[config.mk]
export PLATFORM = sky130hd
export DESIGN_NAME = url_percent_decoder
export DESIGN_NICKNAME = d
export VERILOG_FILES = /design/src/rtl/core/upd_pkg.sv /design/src/rtl/core/upd_decode.sv /design/src/rtl/core/upd_out_queue.sv /design/src/rtl/core/url_percent_decoder.sv
export SDC_FILE = /design/constraint.sdc
export NUM_CORES = 1
export LEC_CHECK = 0
export ABC_CLOCK_PERIOD_IN_PS = 7350
export BUFFER_PORTS_ARGS = -buffer_cell sky130_fd_sc_hd__buf_2
export CELL_PAD_IN_SITES_DETAIL_PLACEMENT = 1
export CELL_PAD_IN_SITES_GLOBAL_PLACEMENT = 2
export CORE_MARGIN = 1.5
export CORE_UTILIZATION = 25
export CTS_CLUSTER_DIAMETER = 200
export CTS_CLUSTER_SIZE = 28
export DETAILED_ROUTE_END_ITERATION = 7
export PLACE_DENSITY_LB_ADDON = 0.1
export SETUP_SLACK_MARGIN = 0.1
export SLEW_MARGIN = 5
export SYNTH_ARGS = -nofsm -noshare
export SYNTH_HDL_FRONTEND = slang
export SYNTH_HIERARCHICAL = 1
export SYNTH_SLANG_ARGS = --single-unit
[constraint.sdc]
create_clock -name clk -period 7.35 [get_ports clk]
set_clock_uncertainty 0.2 [all_clocks]
set_input_delay 0.735 -clock clk [delete_from_list [all_inputs] [get_ports clk]]
set_output_delay 0.735 -clock clk [all_outputs]
set_load 0.05 [all_outputs]
[src/rtl/core/upd_pkg.sv]
package upd_pkg;

    // character codes
    localparam logic [7:0] CHAR_PERCENT = 8'h25;
    localparam logic [7:0] CHAR_PLUS    = 8'h2B;
    localparam logic [7:0] CHAR_MINUS   = 8'h2D;
    localparam logic [7:0] CHAR_SPACE   = 8'h20;
    localparam logic [7:0] CHAR_TAB     = 8'h09;
    localparam logic [7:0] CHAR_CR      = 8'h0D;
    localparam logic [7:0] CHAR_ZERO    = 8'h30;
    localparam logic [7:0] CHAR_NINE    = 8'h39;
    localparam logic [7:0] CHAR_LC_A    = 8'h61;
    localparam logic [7:0] CHAR_LC_F    = 8'h66;
    localparam logic [7:0] CHAR_UC_A    = 8'h41;
    localparam logic [7:0] CHAR_UC_F    = 8'h46;

    // escape tracking codes
    localparam logic [1:0] PEND_IDLE  = 2'd0;
    localparam logic [1:0] PEND_PCT   = 2'd1;
    localparam logic [1:0] PEND_FIRST = 2'd2;

    // result queue sizing
    localparam int OUT_DEPTH = 4;
    localparam int PTR_W     = $clog2(OUT_DEPTH);
    localparam int CNT_W     = $clog2(OUT_DEPTH + 1);

    typedef struct packed {
        logic [7:0] data;
        logic       error;
        logic       last;
    } result_t;

    typedef struct packed {
        logic [1:0] pending;
        logic [7:0] held;
        logic       push_one;
        logic       push_two;
        result_t    res0;
        result_t    res1;
    } dec_t;

    typedef struct packed {
        logic       valid;
        logic [3:0] value;
    } hex_t;

    function automatic hex_t hex_val(input logic [7:0] c);
        hex_t h;
        h.valid = 1'b1;
        h.value = 4'd0;
        if (c >= CHAR_ZERO && c <= CHAR_NINE)
        begin
            h.value = 4'(c - CHAR_ZERO);
        end
        else if (c >= CHAR_LC_A && c <= CHAR_LC_F)
        begin
            h.value = 4'(c - CHAR_LC_A + 8'd10);
        end
        else if (c >= CHAR_UC_A && c <= CHAR_UC_F)
        begin
            h.value = 4'(c - CHAR_UC_A + 8'd10);
        end
        else
        begin
            h.valid = 1'b0;
        end
        return h;
    endfunction

    function automatic logic is_ws(input logic [7:0] c);
        return (c == CHAR_SPACE) || (c >= CHAR_TAB && c <= CHAR_CR);
    endfunction

    function automatic logic [7:0] plus_to_space(input logic [7:0] c);
        return (c == CHAR_PLUS) ? CHAR_SPACE : c;
    endfunction

endpackage

[src/rtl/core/upd_decode.sv]
module upd_decode
(
    input  logic [7:0]     in_byte,
    input  logic           in_last,
    input  logic [1:0]     pending,
    input  logic [7:0]     held,
    output upd_pkg::dec_t  dec
);

    upd_pkg::hex_t ha;
    upd_pkg::hex_t hb;
    logic          pair_ok;
    logic [7:0]    pair_val;

    // pair parse, base-16 integer style
    always_comb
    begin
        ha       = upd_pkg::hex_val(held);
        hb       = upd_pkg::hex_val(in_byte);
        pair_ok  = 1'b0;
        pair_val = 8'd0;
        if (ha.valid)
        begin
            pair_ok  = 1'b1;
            pair_val = hb.valid ? {ha.value, hb.value} : {4'd0, ha.value};
        end
        else if (hb.valid)
        begin
            if (upd_pkg::is_ws(held) || held == upd_pkg::CHAR_PLUS)
            begin
                pair_ok  = 1'b1;
                pair_val = {4'd0, hb.value};
            end
            else if (held == upd_pkg::CHAR_MINUS)
            begin
                pair_ok  = 1'b1;
                pair_val = 8'(8'd0 - {4'd0, hb.value});
            end
        end
    end

    // next state and results
    always_comb
    begin
        dec.pending    = upd_pkg::PEND_IDLE;
        dec.held       = held;
        dec.push_one   = 1'b0;
        dec.push_two   = 1'b0;
        dec.res0.data  = upd_pkg::plus_to_space(in_byte);
        dec.res0.error = 1'b0;
        dec.res0.last  = in_last;
        dec.res1.data  = upd_pkg::plus_to_space(in_byte);
        dec.res1.error = 1'b0;
        dec.res1.last  = 1'b1;
        case (pending)
            upd_pkg::PEND_PCT:
            begin
                if (!in_last)
                begin
                    dec.held    = in_byte;
                    dec.pending = upd_pkg::PEND_FIRST;
                end
                else
                begin
                    // escape cut short: literal percent, then the last byte
                    dec.push_one   = 1'b1;
                    dec.push_two   = 1'b1;
                    dec.res0.data  = upd_pkg::CHAR_PERCENT;
                    dec.res0.last  = 1'b0;
                end
            end
            upd_pkg::PEND_FIRST:
            begin
                dec.held       = 8'd0;
                dec.push_one   = 1'b1;
                dec.res0.data  = pair_ok ? pair_val : 8'd0;
                dec.res0.error = !pair_ok;
            end
            default:
            begin
                if (in_byte == upd_pkg::CHAR_PERCENT && !in_last)
                begin
                    dec.pending = upd_pkg::PEND_PCT;
                end
                else
                begin
                    dec.push_one = 1'b1;
                end
            end
        endcase
    end

endmodule

[src/rtl/core/upd_out_queue.sv]
module upd_out_queue
(
    input  logic              clk,
    input  logic              rst_n,
    input  logic              push_one,
    input  logic              push_two,
    input  upd_pkg::result_t  res0,
    input  upd_pkg::result_t  res1,
    output logic              has_room,
    output logic              out_valid,
    input  logic              out_ready,
    output upd_pkg::result_t  head
);

    upd_pkg::result_t                entry_reg [upd_pkg::OUT_DEPTH];
    logic [upd_pkg::PTR_W-1:0]       wr_ptr_reg;
    logic [upd_pkg::PTR_W-1:0]       wr_ptr_next;
    logic [upd_pkg::PTR_W-1:0]       rd_ptr_reg;
    logic [upd_pkg::PTR_W-1:0]       rd_ptr_next;
    logic [upd_pkg::CNT_W-1:0]       count_reg;
    logic [upd_pkg::CNT_W-1:0]       count_next;
    logic [upd_pkg::PTR_W-1:0]       wr_ptr_plus1;
    logic [1:0]                      push_n;
    logic                            pop;

    // room for two results keeps one byte per cycle flowing while the output side drains
    assign has_room  = count_reg <= upd_pkg::CNT_W'(upd_pkg::OUT_DEPTH - 2);
    assign out_valid = count_reg != '0;
    assign head      = entry_reg[rd_ptr_reg];
    assign pop       = out_valid && out_ready;

    // pointer and fill bookkeeping
    always_comb
    begin
        push_n       = {push_two, push_one && !push_two};
        wr_ptr_plus1 = wr_ptr_reg + 1'b1;
        wr_ptr_next  = wr_ptr_reg + upd_pkg::PTR_W'(push_n);
        rd_ptr_next  = rd_ptr_reg + upd_pkg::PTR_W'(pop);
        count_next   = count_reg + upd_pkg::CNT_W'(push_n) - upd_pkg::CNT_W'(pop);
    end

    always_ff @(posedge clk or negedge rst_n)
    begin
        if (!rst_n)
        begin
            wr_ptr_reg <= '0;
            rd_ptr_reg <= '0;
            count_reg  <= '0;
        end
        else
        begin
            wr_ptr_reg <= wr_ptr_next;
            rd_ptr_reg <= rd_ptr_next;
            count_reg  <= count_next;
        end
    end

    // result storage
    always_ff @(posedge clk)
    begin
        if (push_one)
        begin
            entry_reg[wr_ptr_reg] <= res0;
        end
        if (push_two)
        begin
            entry_reg[wr_ptr_plus1] <= res1;
        end
    end

endmodule

[src/rtl/core/url_percent_decoder.sv]
// URL percent decoder: takes one raw byte per transfer and returns the decoded
// stream, '+' as space and "%xy" as one byte parsed like base-16 stoi
// (leading whitespace, '+' or '-' honoured, error result with zero data when
// the pair cannot be parsed). A byte is taken every cycle while there is room;
// the escape decode is a single combinational step against the held state, and
// results collect in a four-entry queue that takes input only while it has
// room for two results, so a stalled output side holds the input off once
// three or four results are queued.
module url_percent_decoder
(
    input  logic       clk,
    input  logic       rst_n,
    input  logic       in_valid,
    output logic       in_ready,
    input  logic [7:0] in_byte,
    input  logic       in_last,
    output logic       out_valid,
    input  logic       out_ready,
    output logic [7:0] out_byte,
    output logic       error,
    output logic       out_last
);

    logic [1:0]        pending_reg;
    logic [7:0]        held_reg;
    upd_pkg::dec_t     dec;
    upd_pkg::result_t  head;
    logic              has_room;
    logic              accept;

    assign in_ready = has_room;
    assign accept   = in_valid && has_room;

    // escape decode
    upd_decode u_decode
    (
        .in_byte (in_byte),
        .in_last (in_last),
        .pending (pending_reg),
        .held    (held_reg),
        .dec     (dec)
    );

    // escape state
    always_ff @(posedge clk or negedge rst_n)
    begin
        if (!rst_n)
        begin
            pending_reg <= upd_pkg::PEND_IDLE;
            held_reg    <= 8'd0;
        end
        else if (accept)
        begin
            pending_reg <= dec.pending;
            held_reg    <= dec.held;
        end
    end

    // result queue
    upd_out_queue u_out_queue
    (
        .clk       (clk),
        .rst_n     (rst_n),
        .push_one  (accept && dec.push_one),
        .push_two  (accept && dec.push_two),
        .res0      (dec.res0),
        .res1      (dec.res1),
        .has_room  (has_room),
        .out_valid (out_valid),
        .out_ready (out_ready),
        .head      (head)
    );

    assign out_byte = head.data;
    assign error    = head.error;
    assign out_last = head.last;

endmodule
After elaboration in Yosys (flattened, before gate mapping)
Memories as Yosys holds them, arrays and structs flattened.
Cells that the tools add are included.
{"block": "word_totals", "input_bits": 13, "mem_count": 1, "ff_bits": 17, "ramBits": 40}
{"name": "u_out_queue.entry_reg", "words": 4, "width": 10, "rd": 1, "rd_ports_with_merged_regs": 0, "wr": 2, "line": "upd_out_queue.sv:15", "text": "upd_pkg::result_t entry_reg [upd_pkg::OUT_DEPTH];"}
{"block": "classes", "addsub": 16, "magnitude_cmp": 15, "mux": 38, "n_reduce_logical": 21, "eq_ne": 8}
{"op": "8-bit two-way mux", "n": 7}
{"op": "8-bit by 6-bit equality test with 1-bit output (second input constant)", "n": 5}
{"op": "8-bit by 7-bit greater-or-equal comparator with 1-bit output (second input constant)", "n": 4}
{"op": "8-bit by 7-bit less-or-equal comparator with 1-bit output (second input constant)", "n": 4}
{"op": "8-bit case mux with 2 select lines", "n": 2}
{"op": "4-bit two-way mux", "n": 6}
{"op": "4-bit by 1-bit subtractor with 4-bit output (second input constant)", "n": 6}
{"op": "10-bit two-way mux", "n": 2}
{"op": "1-bit two-way mux", "n": 19}
{"op": "4-bit adder (second input constant)", "n": 4}
{"op": "8-bit by 6-bit greater-or-equal comparator with 1-bit output (second input constant)", "n": 2}
{"op": "8-bit by 6-bit less-or-equal comparator with 1-bit output (second input constant)", "n": 2}
{"op": "1-bit logical AND", "n": 13}
{"op": "8-bit by 4-bit greater-or-equal comparator with 1-bit output (second input constant)", "n": 1}
{"op": "8-bit by 4-bit less-or-equal comparator with 1-bit output (second input constant)", "n": 1}
{"op": "1-bit by 4-bit subtractor with 5-bit output (first input constant)", "n": 1}
{"op": "2-bit case mux with 2 select lines", "n": 1}
{"op": "3-bit by 2-bit adder with 3-bit output", "n": 1}
{"op": "3-bit by 2-bit less-or-equal comparator with 1-bit output (second input constant)", "n": 1}
{"op": "1-bit zero test", "n": 3}
{"op": "3-bit AND reduction", "n": 1}
{"op": "3-bit nonzero test", "n": 1}
{"op": "3-bit by 1-bit subtractor with 3-bit output", "n": 1}
{"op": "2-bit by 1-bit adder with 2-bit output", "n": 1}
{"op": "other kinds (8)", "n": 9}

Depth between registers and ports, before layout
Gate-level depths: netlist of run 1.
{"block": "logic_depth", "depth_word": 12, "ltp_mapped": 15, "mapped_depth_nobuf": 14}

Cells and area by module
The synthesis of run 1 kept the hierarchy.
{"mod": "upd_out_queue", "cells_per_inst": 137, "n_inst": 1, "area_per_inst_um2": 2411.1}
{"mod": "upd_decode", "cells_per_inst": 164, "n_inst": 1, "area_per_inst_um2": 1181.1}
{"mod": "url_percent_decoder", "cells_per_inst": 23, "n_inst": 1, "area_per_inst_um2": 389.1}

Worst setup path after synthesis of run 1
OpenSTA, ideal clock, no wires.
{"block": "synth_path", "path_kind": "input to register", "startpoint": "in in_byte[3]", "endpoint": "mem u_out_queue/entry_reg[3][4] (netlist name), data pin", "required_ns": 6.890, "arrival_ns": 2.838, "path_buffers": 1, "path_slack_ns": 4.052, "stages": 11, "cell_sequence": "buf_6 > or4b_4 > a311oi_4 > a22oi_1 > ha_1 > nand2_1 > a21oi_1 > o211ai_1 > o211a_1 > a21oi_1 > mux2_2"}
{"item": "from (decl)", "line": "url_percent_decoder.sv:15", "text": "input logic [7:0] in_byte,"}
{"item": "to (decl)", "line": "upd_out_queue.sv:15"}

==> impl_summary.log, run 1 <==
[metrics] max-capacitance violation count: 0
[metrics] placed wire-length estimate after detailed placement: 7860 um
[metrics] # H-tree levels: 3
[metrics] type of destination of the critical path: flip-flop
[metrics] final antenna-violating net count: 0
[metrics] flip-flop and latch count after synthesis: 57
[metrics] clock insertion delay at the later pin of the skew report: 0.34 ns
[metrics] Post-synth EDFFs: 40
[metrics] Seq/Total Area, Yosys: 0.409
[metrics] vertical die dimension: 129 um
[metrics] minimum period implied by the final worst setup slack: 3.51 ns
[metrics] via count of the first global-routing pass: 2707
[metrics] starting DRC count in detailed routing: 101
[metrics] pin count of the biggest net entering global routing: 18
[metrics] unrepaired setup endpoints after global routing: false
[metrics] horizontal extent of the die: 129 um
[metrics] vias per cell: 4.64
[metrics] Hold Vio Cnt, Final: 0
[metrics] async set-or-reset flop fraction in the synthesized netlist: 0.298
[metrics] number of clock sinks: 57
[metrics] sum of overflow across all layers after global routing: 0
[metrics] starting density of the core: 0.259
[metrics] type of the worst min-delay path: in2async
[metrics] Post-route DRC: 0
[metrics] total via count after detailed routing: 2566
[metrics] WL per Instance: 19.5 um
[metrics] wire length of the first global-routing pass: 16600 um
[metrics] Fmax: 285 MHz
[metrics] Antenna diodes: 0
[metrics] Final Slew Violations: 0
[metrics] largest fanout on the critical path: 7
[metrics] Worst path max stage delay: 0.47 ns
[metrics] status: finished, final reports clean
[metrics] PortBufs: 24
[metrics] number of CTS-inserted buffers: 9
[metrics] CTS tree: built
[metrics] leading cell type in the layout, fill and taps excluded: sky130_fd_sc_hd__mux2_2
[metrics] Max stage delay cell, worst path: sky130_fd_sc_hd__a21oi_1
[metrics] family with the most delay on the worst path: compound AO/OA/AOI/OAI gates
[metrics] detailed-router iteration count before antenna repair: 4
[metrics] Largest register FFs: 40
[metrics] average cell area after synthesis: 12.3 sq um
[metrics] number of distinct library cells after synthesis: 71
[metrics] Root Driver: sky130_fd_sc_hd__clkbuf_16
[metrics] global-route usage over all layers: 0.139
[metrics] buffers inserted during post-CTS setup optimization: 0
[metrics] data arrival time of the critical path: 3.50 ns
[metrics] antenna violations before repair: 0
[metrics] routability congestion estimate from global placement: 0.734
[metrics] Req. time, crit path: 7.35 ns
[metrics] most instantiated flip-flop cell in the synthesis netlist: sky130_fd_sc_hd__edfxtp_1
[metrics] clock-pin transition on the worst setup and hold timing paths: 0.05 ns
[metrics] final setup vio count: 0
[metrics] number of cells on the worst reg-to-reg path: 14
[metrics] number of gates given a new drive strength after cts: 0
[metrics] post-synthesis net count: 351
[metrics] number of buffers added to fix hold violations after cts: 0
[metrics] CTS max path bufs: 2
[metrics] aggregate negative setup slack: 0 ns
[metrics] Pleak: 0.00172 uW
[metrics] area growth from synthesis to final layout: 13.2%
[metrics] synthesized instance count: 324
[metrics] worst voltage drop across the vdd grid: 0.0000986 V
[metrics] logic depth of the worst setup path including buffers: 12
[metrics] cells along the critical path: buf_2, inv_1, ha_1, o21bai_1, a21oi_1, a22oi_1, ha_1, nor4b_1, o211ai_1, o211a_1, a21oi_1, mux2_2
[metrics] kind of critical path: in2reg
[metrics] power per unit of standard cell area: 293 nW/um^2
[metrics] number of warning messages in the yosys log: 6
[metrics] standard cell core area: 15400 sq um
[metrics] I/O Pins: 25
[metrics] Detailed Route WL: 10800 um
[metrics] most frequent cells in the layout: sky130_fd_sc_hd__mux2_2 (41), sky130_fd_sc_hd__edfxtp_1 (40), sky130_fd_sc_hd__buf_2 (24)
[metrics] Tightest Pin Transition: 1.09 ns
[metrics] Post-Route Utilization: 0.293
[metrics] cell area after synthesis: 3980 sq um
[metrics] layout cells sized above 1: 0.354
[metrics] period utilization: 0.477
[metrics] Die ar.: 16700 sq um
[metrics] site row count: 45
[metrics] net count reported at finish: 365
[metrics] worst path bufs/invs: 2
[metrics] startpoint type of the worst setup path: input port
[metrics] relative slew slack: 0.269
==> worst reg2reg max path: cells and delay by family, from the launching register on <==
kind	cells	cell delay [ns]
xor gates and xnor gates	3	0.45
and+or+nand+nor	5	0.87
DFF	1	0.37
buffers and inverters	3	0.30
adders and majority gates	3	1.13
==> kinds of logic (layout without fill, tap and decap cells) <==
| logic type | Yosys count | in the layout | synth area share |
|---|---|---|---|
| flops | 57 | 57 | 0.409 |
| buf+inv | 41 | 59 | 0.0613 |
| mux | 62 | 62 | 0.212 |
| compound gates | 62 | 62 | 0.126 |
| fa+ha+maj | 14 | 14 | 0.0459 |
| simple gates | 76 | 76 | 0.122 |
| xor+xnor | 10 | 10 | 0.0220 |
| other cells | 2 | 2 | 0.00189 |
==> power by group <==
part | internal (uW) | switching (uW)
Combinational | 155 | 263
Clock | 291 | 148
Sequential | 398 | 66.8
Total | 844 | 478
==> worst paths after layout <==
check,startpoint,endpoint,slack (ns)
min reg2reg,pending_reg[0]$_DFFE_PN0P_,pending_reg[0]$_DFFE_PN0P_,0.35
max in group asynchronous,rst_n,held_reg[3]$_DFFE_PN0P_,6.49
min,rst_n,u_out_queue/count_reg[0]$_DFF_PN0_,0.15
min in group clk,pending_reg[0]$_DFFE_PN0P_,pending_reg[0]$_DFFE_PN0P_,0.35
max reg2reg,pending_reg[0]$_DFFE_PN0P_,u_out_queue/count_reg[2]$_DFF_PN0_,3.92
max,in_byte[1],u_out_queue/entry_reg[1][4]$_DFFE_PP_,3.84
==> per-stage QoR <==
stage          instance area (sq um)  instances  setup slack (ns)  hold slack, ns  power (uW)
6_report                        4510        553              3.84           0.146        1320
3_5_place_dp                    4210        538              3.49           0.333         902
4_1_cts                         4510        553              3.84           0.144        1350
3_3_place_gp                    4210        538              3.48           0.329         900
2_1_floorplan                   3980        324              4.05           0.239         796
5_1_grt                         4510        553              3.62           0.167        1390
==> Yosys cell counts, drive strengths merged, types with 4 or more instances <==
master,count,area share
nor4b,4,0.0088
nor2,20,0.020
dfrtp,17,0.11
clkbuf,10,0.014
a22o,16,0.036
nand2,11,0.012
xnor2,9,0.020
mux2,51,0.15
buf,14,0.031
ha,13,0.041
o21ai,11,0.015
nor3,4,0.0050
edfxtp,40,0.30
a21oi,11,0.015
and2,4,0.0069
or2,4,0.0063
mux4,10,0.057
inv,17,0.016
==> layout make-up <==
cell class                      count  area (sq um)
Clock buffer                       10           229
Clock inverter                      5          71.3
Fill cell                        1703         10900
Inverter                           17          63.8
Multi-Input combinational cell    226          2110
Sequential cell                    57          1630
Tap cell                          211           264
Timing Repair Buffer               27           143
==> per-layer routing <==
layer / vias up / part of all wire / track usage
li1: 1250 / - / -
met5: - / 0 / 0
met3: 15 / 0.029 / 0.0297
met2: 33 / 0.49 / 0.236
met1: 1268 / 0.46 / 0.173
met4: 0 / 0.020 / 0.0549
(Power assumes the default switching activity.)
==> run 2: changes to the inputs <==
- ABC_CLOCK_PERIOD_IN_PS: 7350 -> 3200
- clock period: 7.35 -> 3.2 ns (I/O delays scaled with it)
==> impl_summary.log, run 2 (same netlist as run 1, synthesis figures left out) <==
[metrics] clock insertion delay at the later pin of the skew report: 0.33 ns (about the same)
[metrics] Pleak: 0.00187 uW (+9.1%)
[metrics] CTS tree: built
[metrics] Final Slew Violations: 0 (unchanged)
[metrics] max-capacitance violation count: 0 (unchanged)
[metrics] wire length of the first global-routing pass: 16900 um (+1.7%)
[metrics] status: finished, final reports clean
[metrics] pin count of the biggest net entering global routing: 18 (unchanged)
[metrics] largest fanout on the critical path: 3 (-4)
[metrics] CTS max path bufs: 2 (unchanged)
[metrics] combinational share of power: 0.333 (+0.017)
[metrics] PortBufs: 24 (unchanged)
[metrics] minimum period implied by the final worst setup slack: 2.91 ns
[metrics] detailed-router iteration count before antenna repair: 4 (unchanged)
[metrics] WL per Instance: 19.1 um (-2.0%)
[metrics] aggregate negative setup slack: 0 ns (unchanged)
[metrics] final setup vio count: 0 (unchanged)
[metrics] Req. time, crit path: 3.21 ns (-4.14 ns)
[metrics] fraction of power spent switching nets: 0.357 (-0.00436)
[metrics] Detailed Route WL: 11100 um (+3.3%)
[metrics] starting DRC count in detailed routing: 102 (+0.99%)
[metrics] clock-pin transition on the worst setup and hold timing paths: 0.05 ns (about the same)
[metrics] placed wire-length estimate after detailed placement: 8350 um (+6.3%)
[metrics] site row count: 45 (unchanged)
[metrics] relative slew slack: 0.395 (+0.125)
[metrics] number of filler cells placed in the layout: 1702 (-0.059%)
[metrics] number of CTS-inserted buffers: 9 (unchanged)
[metrics] Largest register FFs: 40 (unchanged)
[metrics] # H-tree levels: 3 (unchanged)
[metrics] vias per cell: 4.66 (+0.33%)
[metrics] post-placement setup slack: 0.0812 ns (-3.41 ns)
[metrics] period utilization: 0.910
[metrics] area growth from synthesis to final layout: 19.7%
[metrics] via count of the first global-routing pass: 2827 (+4.4%)
[metrics] post-route worst setup slack: 0.287 ns (-3.56 ns)
[metrics] kind of critical path: reg2reg
[metrics] power per unit of standard cell area: 646 nW/um^2 (+120%)
[metrics] Root Driver: sky130_fd_sc_hd__clkbuf_16
[metrics] startpoint type of the worst setup path: flip-flop
[metrics] most frequent cells in the layout: sky130_fd_sc_hd__mux2_2 (41), sky130_fd_sc_hd__edfxtp_1 (40), sky130_fd_sc_hd__buf_4 (31)
[metrics] routability congestion estimate from global placement: 0.759 (+3.4%)
[metrics] Hold Vio Cnt, Final: 0 (unchanged)
[metrics] antenna violations before repair: 0 (unchanged)
[metrics] global-route usage over all layers: 0.142 (+0.00225)
[metrics] area occupied by multi-input gates: 2140 sq um (+1.3%)
[metrics] Post-Route Utilization: 0.310 (+0.0169)
[metrics] horizontal extent of the die: 129 um (unchanged)
[metrics] Post-route DRC: 0 (unchanged)
[metrics] sequential power share: 0.339 (-0.012)
[metrics] vertical die dimension: 129 um (unchanged)
[metrics] I/O Pins: 25 (unchanged)
[metrics] Tightest Pin Transition: 0.904 ns (-0.187 ns)
[metrics] Die ar.: 16700 sq um (unchanged)
[metrics] worst voltage drop across the vdd grid: 0.000238 V (+140%)
[metrics] sum of overflow across all layers after global routing: 0 (unchanged)
[metrics] Switching Power: 1100 uW (+130%)
[metrics] net count reported at finish: 394 (+7.9%)
[metrics] Fmax: 343 MHz
[metrics] final antenna-violating net count: 0 (unchanged)
[metrics] Register Area: 1630 sq um (unchanged)
[metrics] standard cell core area: 15400 sq um (unchanged)
[metrics] data arrival time of the critical path: 2.93 ns (-0.57 ns)
[metrics] number of clock sinks: 57 (unchanged)
[metrics] type of the worst min-delay path: in2reg
[metrics] relative contribution of the clock network to total power: 0.328 (-0.004)
[metrics] Antenna diodes: 0 (unchanged)
[metrics] total via count after detailed routing: 2714 (+5.8%)
[metrics] starting density of the core: 0.259 (unchanged)
[metrics] Internal Dissipation: 1980 uW (+130%)
[metrics] Final Hold Slack: 0.145 ns (-0.000943 ns)
[metrics] unrepaired setup endpoints after global routing: true
[metrics] layout cells sized above 1: 0.425 (+0.0709)
[metrics] type of destination of the critical path: flip-flop
[metrics] leading cell type in the layout, fill and taps excluded: sky130_fd_sc_hd__mux2_2
[run 2: power by group through the flow]
stage,combinational [uW],clock (uW),sequential (uW)
after floorplan,850,0,984
after global placement,1040,0,1070
after detailed placement,1040,0,1060
after CTS,1050,1040,1050
after global routing,1100,1070,1070
final,1020,1010,1050
[run 2: repair_timing]
item,in CTS,in global routing
buffers inserted,0,0
setup endpoints to repair,0,13
endpoints found under the hold margin,17,0
gates resized for setup,0,5
hold buffers,1,0
[run 2: stage by stage]
| stage | cell area, sq um | cells | total power, uW |
|---|---|---|---|
| floorplan | 3990 | 324 | 1830 |
| global placement | 4420 | 566 | 2110 |
| detailed placement | 4420 | 566 | 2110 |
| CTS | 4740 | 583 | 3140 |
| global route | 4770 | 583 | 3240 |
| finish | 4770 | 583 | 3080 |
[run 2: metal layers]
layer,up-vias,GRT usage,share of wire
met4,0,0.0582,0.020
met3,14,0.0273,0.022
li1,1307,-,-
met1,1363,0.179,0.47
met5,-,0,0
met2,30,0.238,0.49
[run 2: final timing paths]
| path | from | end | slack, ns | cells past startpoint |
|---|---|---|---|---|
| min in group asynchronous | rst_n | u_out_queue/rd_ptr_reg[0]$_DFF_PN0_ | 0.26 | 2 |
| min reg2reg | pending_reg[1]$_DFFE_PN0P_ | pending_reg[1]$_DFFE_PN0P_ | 0.35 | 1 |
| max reg2reg | pending_reg[1]$_DFFE_PN0P_ | u_out_queue/count_reg[2]$_DFF_PN0_ | 0.29 | 14 |
| max | pending_reg[1]$_DFFE_PN0P_ | u_out_queue/count_reg[2]$_DFF_PN0_ | 0.29 | 14 |
| max in group asynchronous | rst_n | held_reg[5]$_DFFE_PN0P_ | 2.24 | 2 |
| min | out_ready | u_out_queue/rd_ptr_reg[1]$_DFF_PN0_ | 0.14 | 3 |
[run 2: area by class of cell]
type,count,share of cell area
inverters,17,0.0134
clock buffers,10,0.0480
well taps,211,0.0554
flip-flops and latches,57,0.341
multi-input cells,226,0.449
repair buffers,56,0.0761
clock inverters,6,0.0173
[run 2: worst max-delay path, stage by stage (launching register included)]
cell and delay, ns:
sky130_fd_sc_hd__dfrtp_1 0.37, sky130_fd_sc_hd__inv_1 0.07, sky130_fd_sc_hd__ha_1 0.19, sky130_fd_sc_hd__and2_1 0.17, sky130_fd_sc_hd__or2_2 0.30, sky130_fd_sc_hd__nor2_2 0.09, sky130_fd_sc_hd__nor2_1 0.04, sky130_fd_sc_hd__and3_2 0.20
sky130_fd_sc_hd__nor2b_1 0.15, sky130_fd_sc_hd__xnor2_1 0.14, sky130_fd_sc_hd__ha_1 0.16, sky130_fd_sc_hd__inv_1 0.04, sky130_fd_sc_hd__fa_1 0.38, sky130_fd_sc_hd__xor2_1 0.16, sky130_fd_sc_hd__xnor2_1 0.12
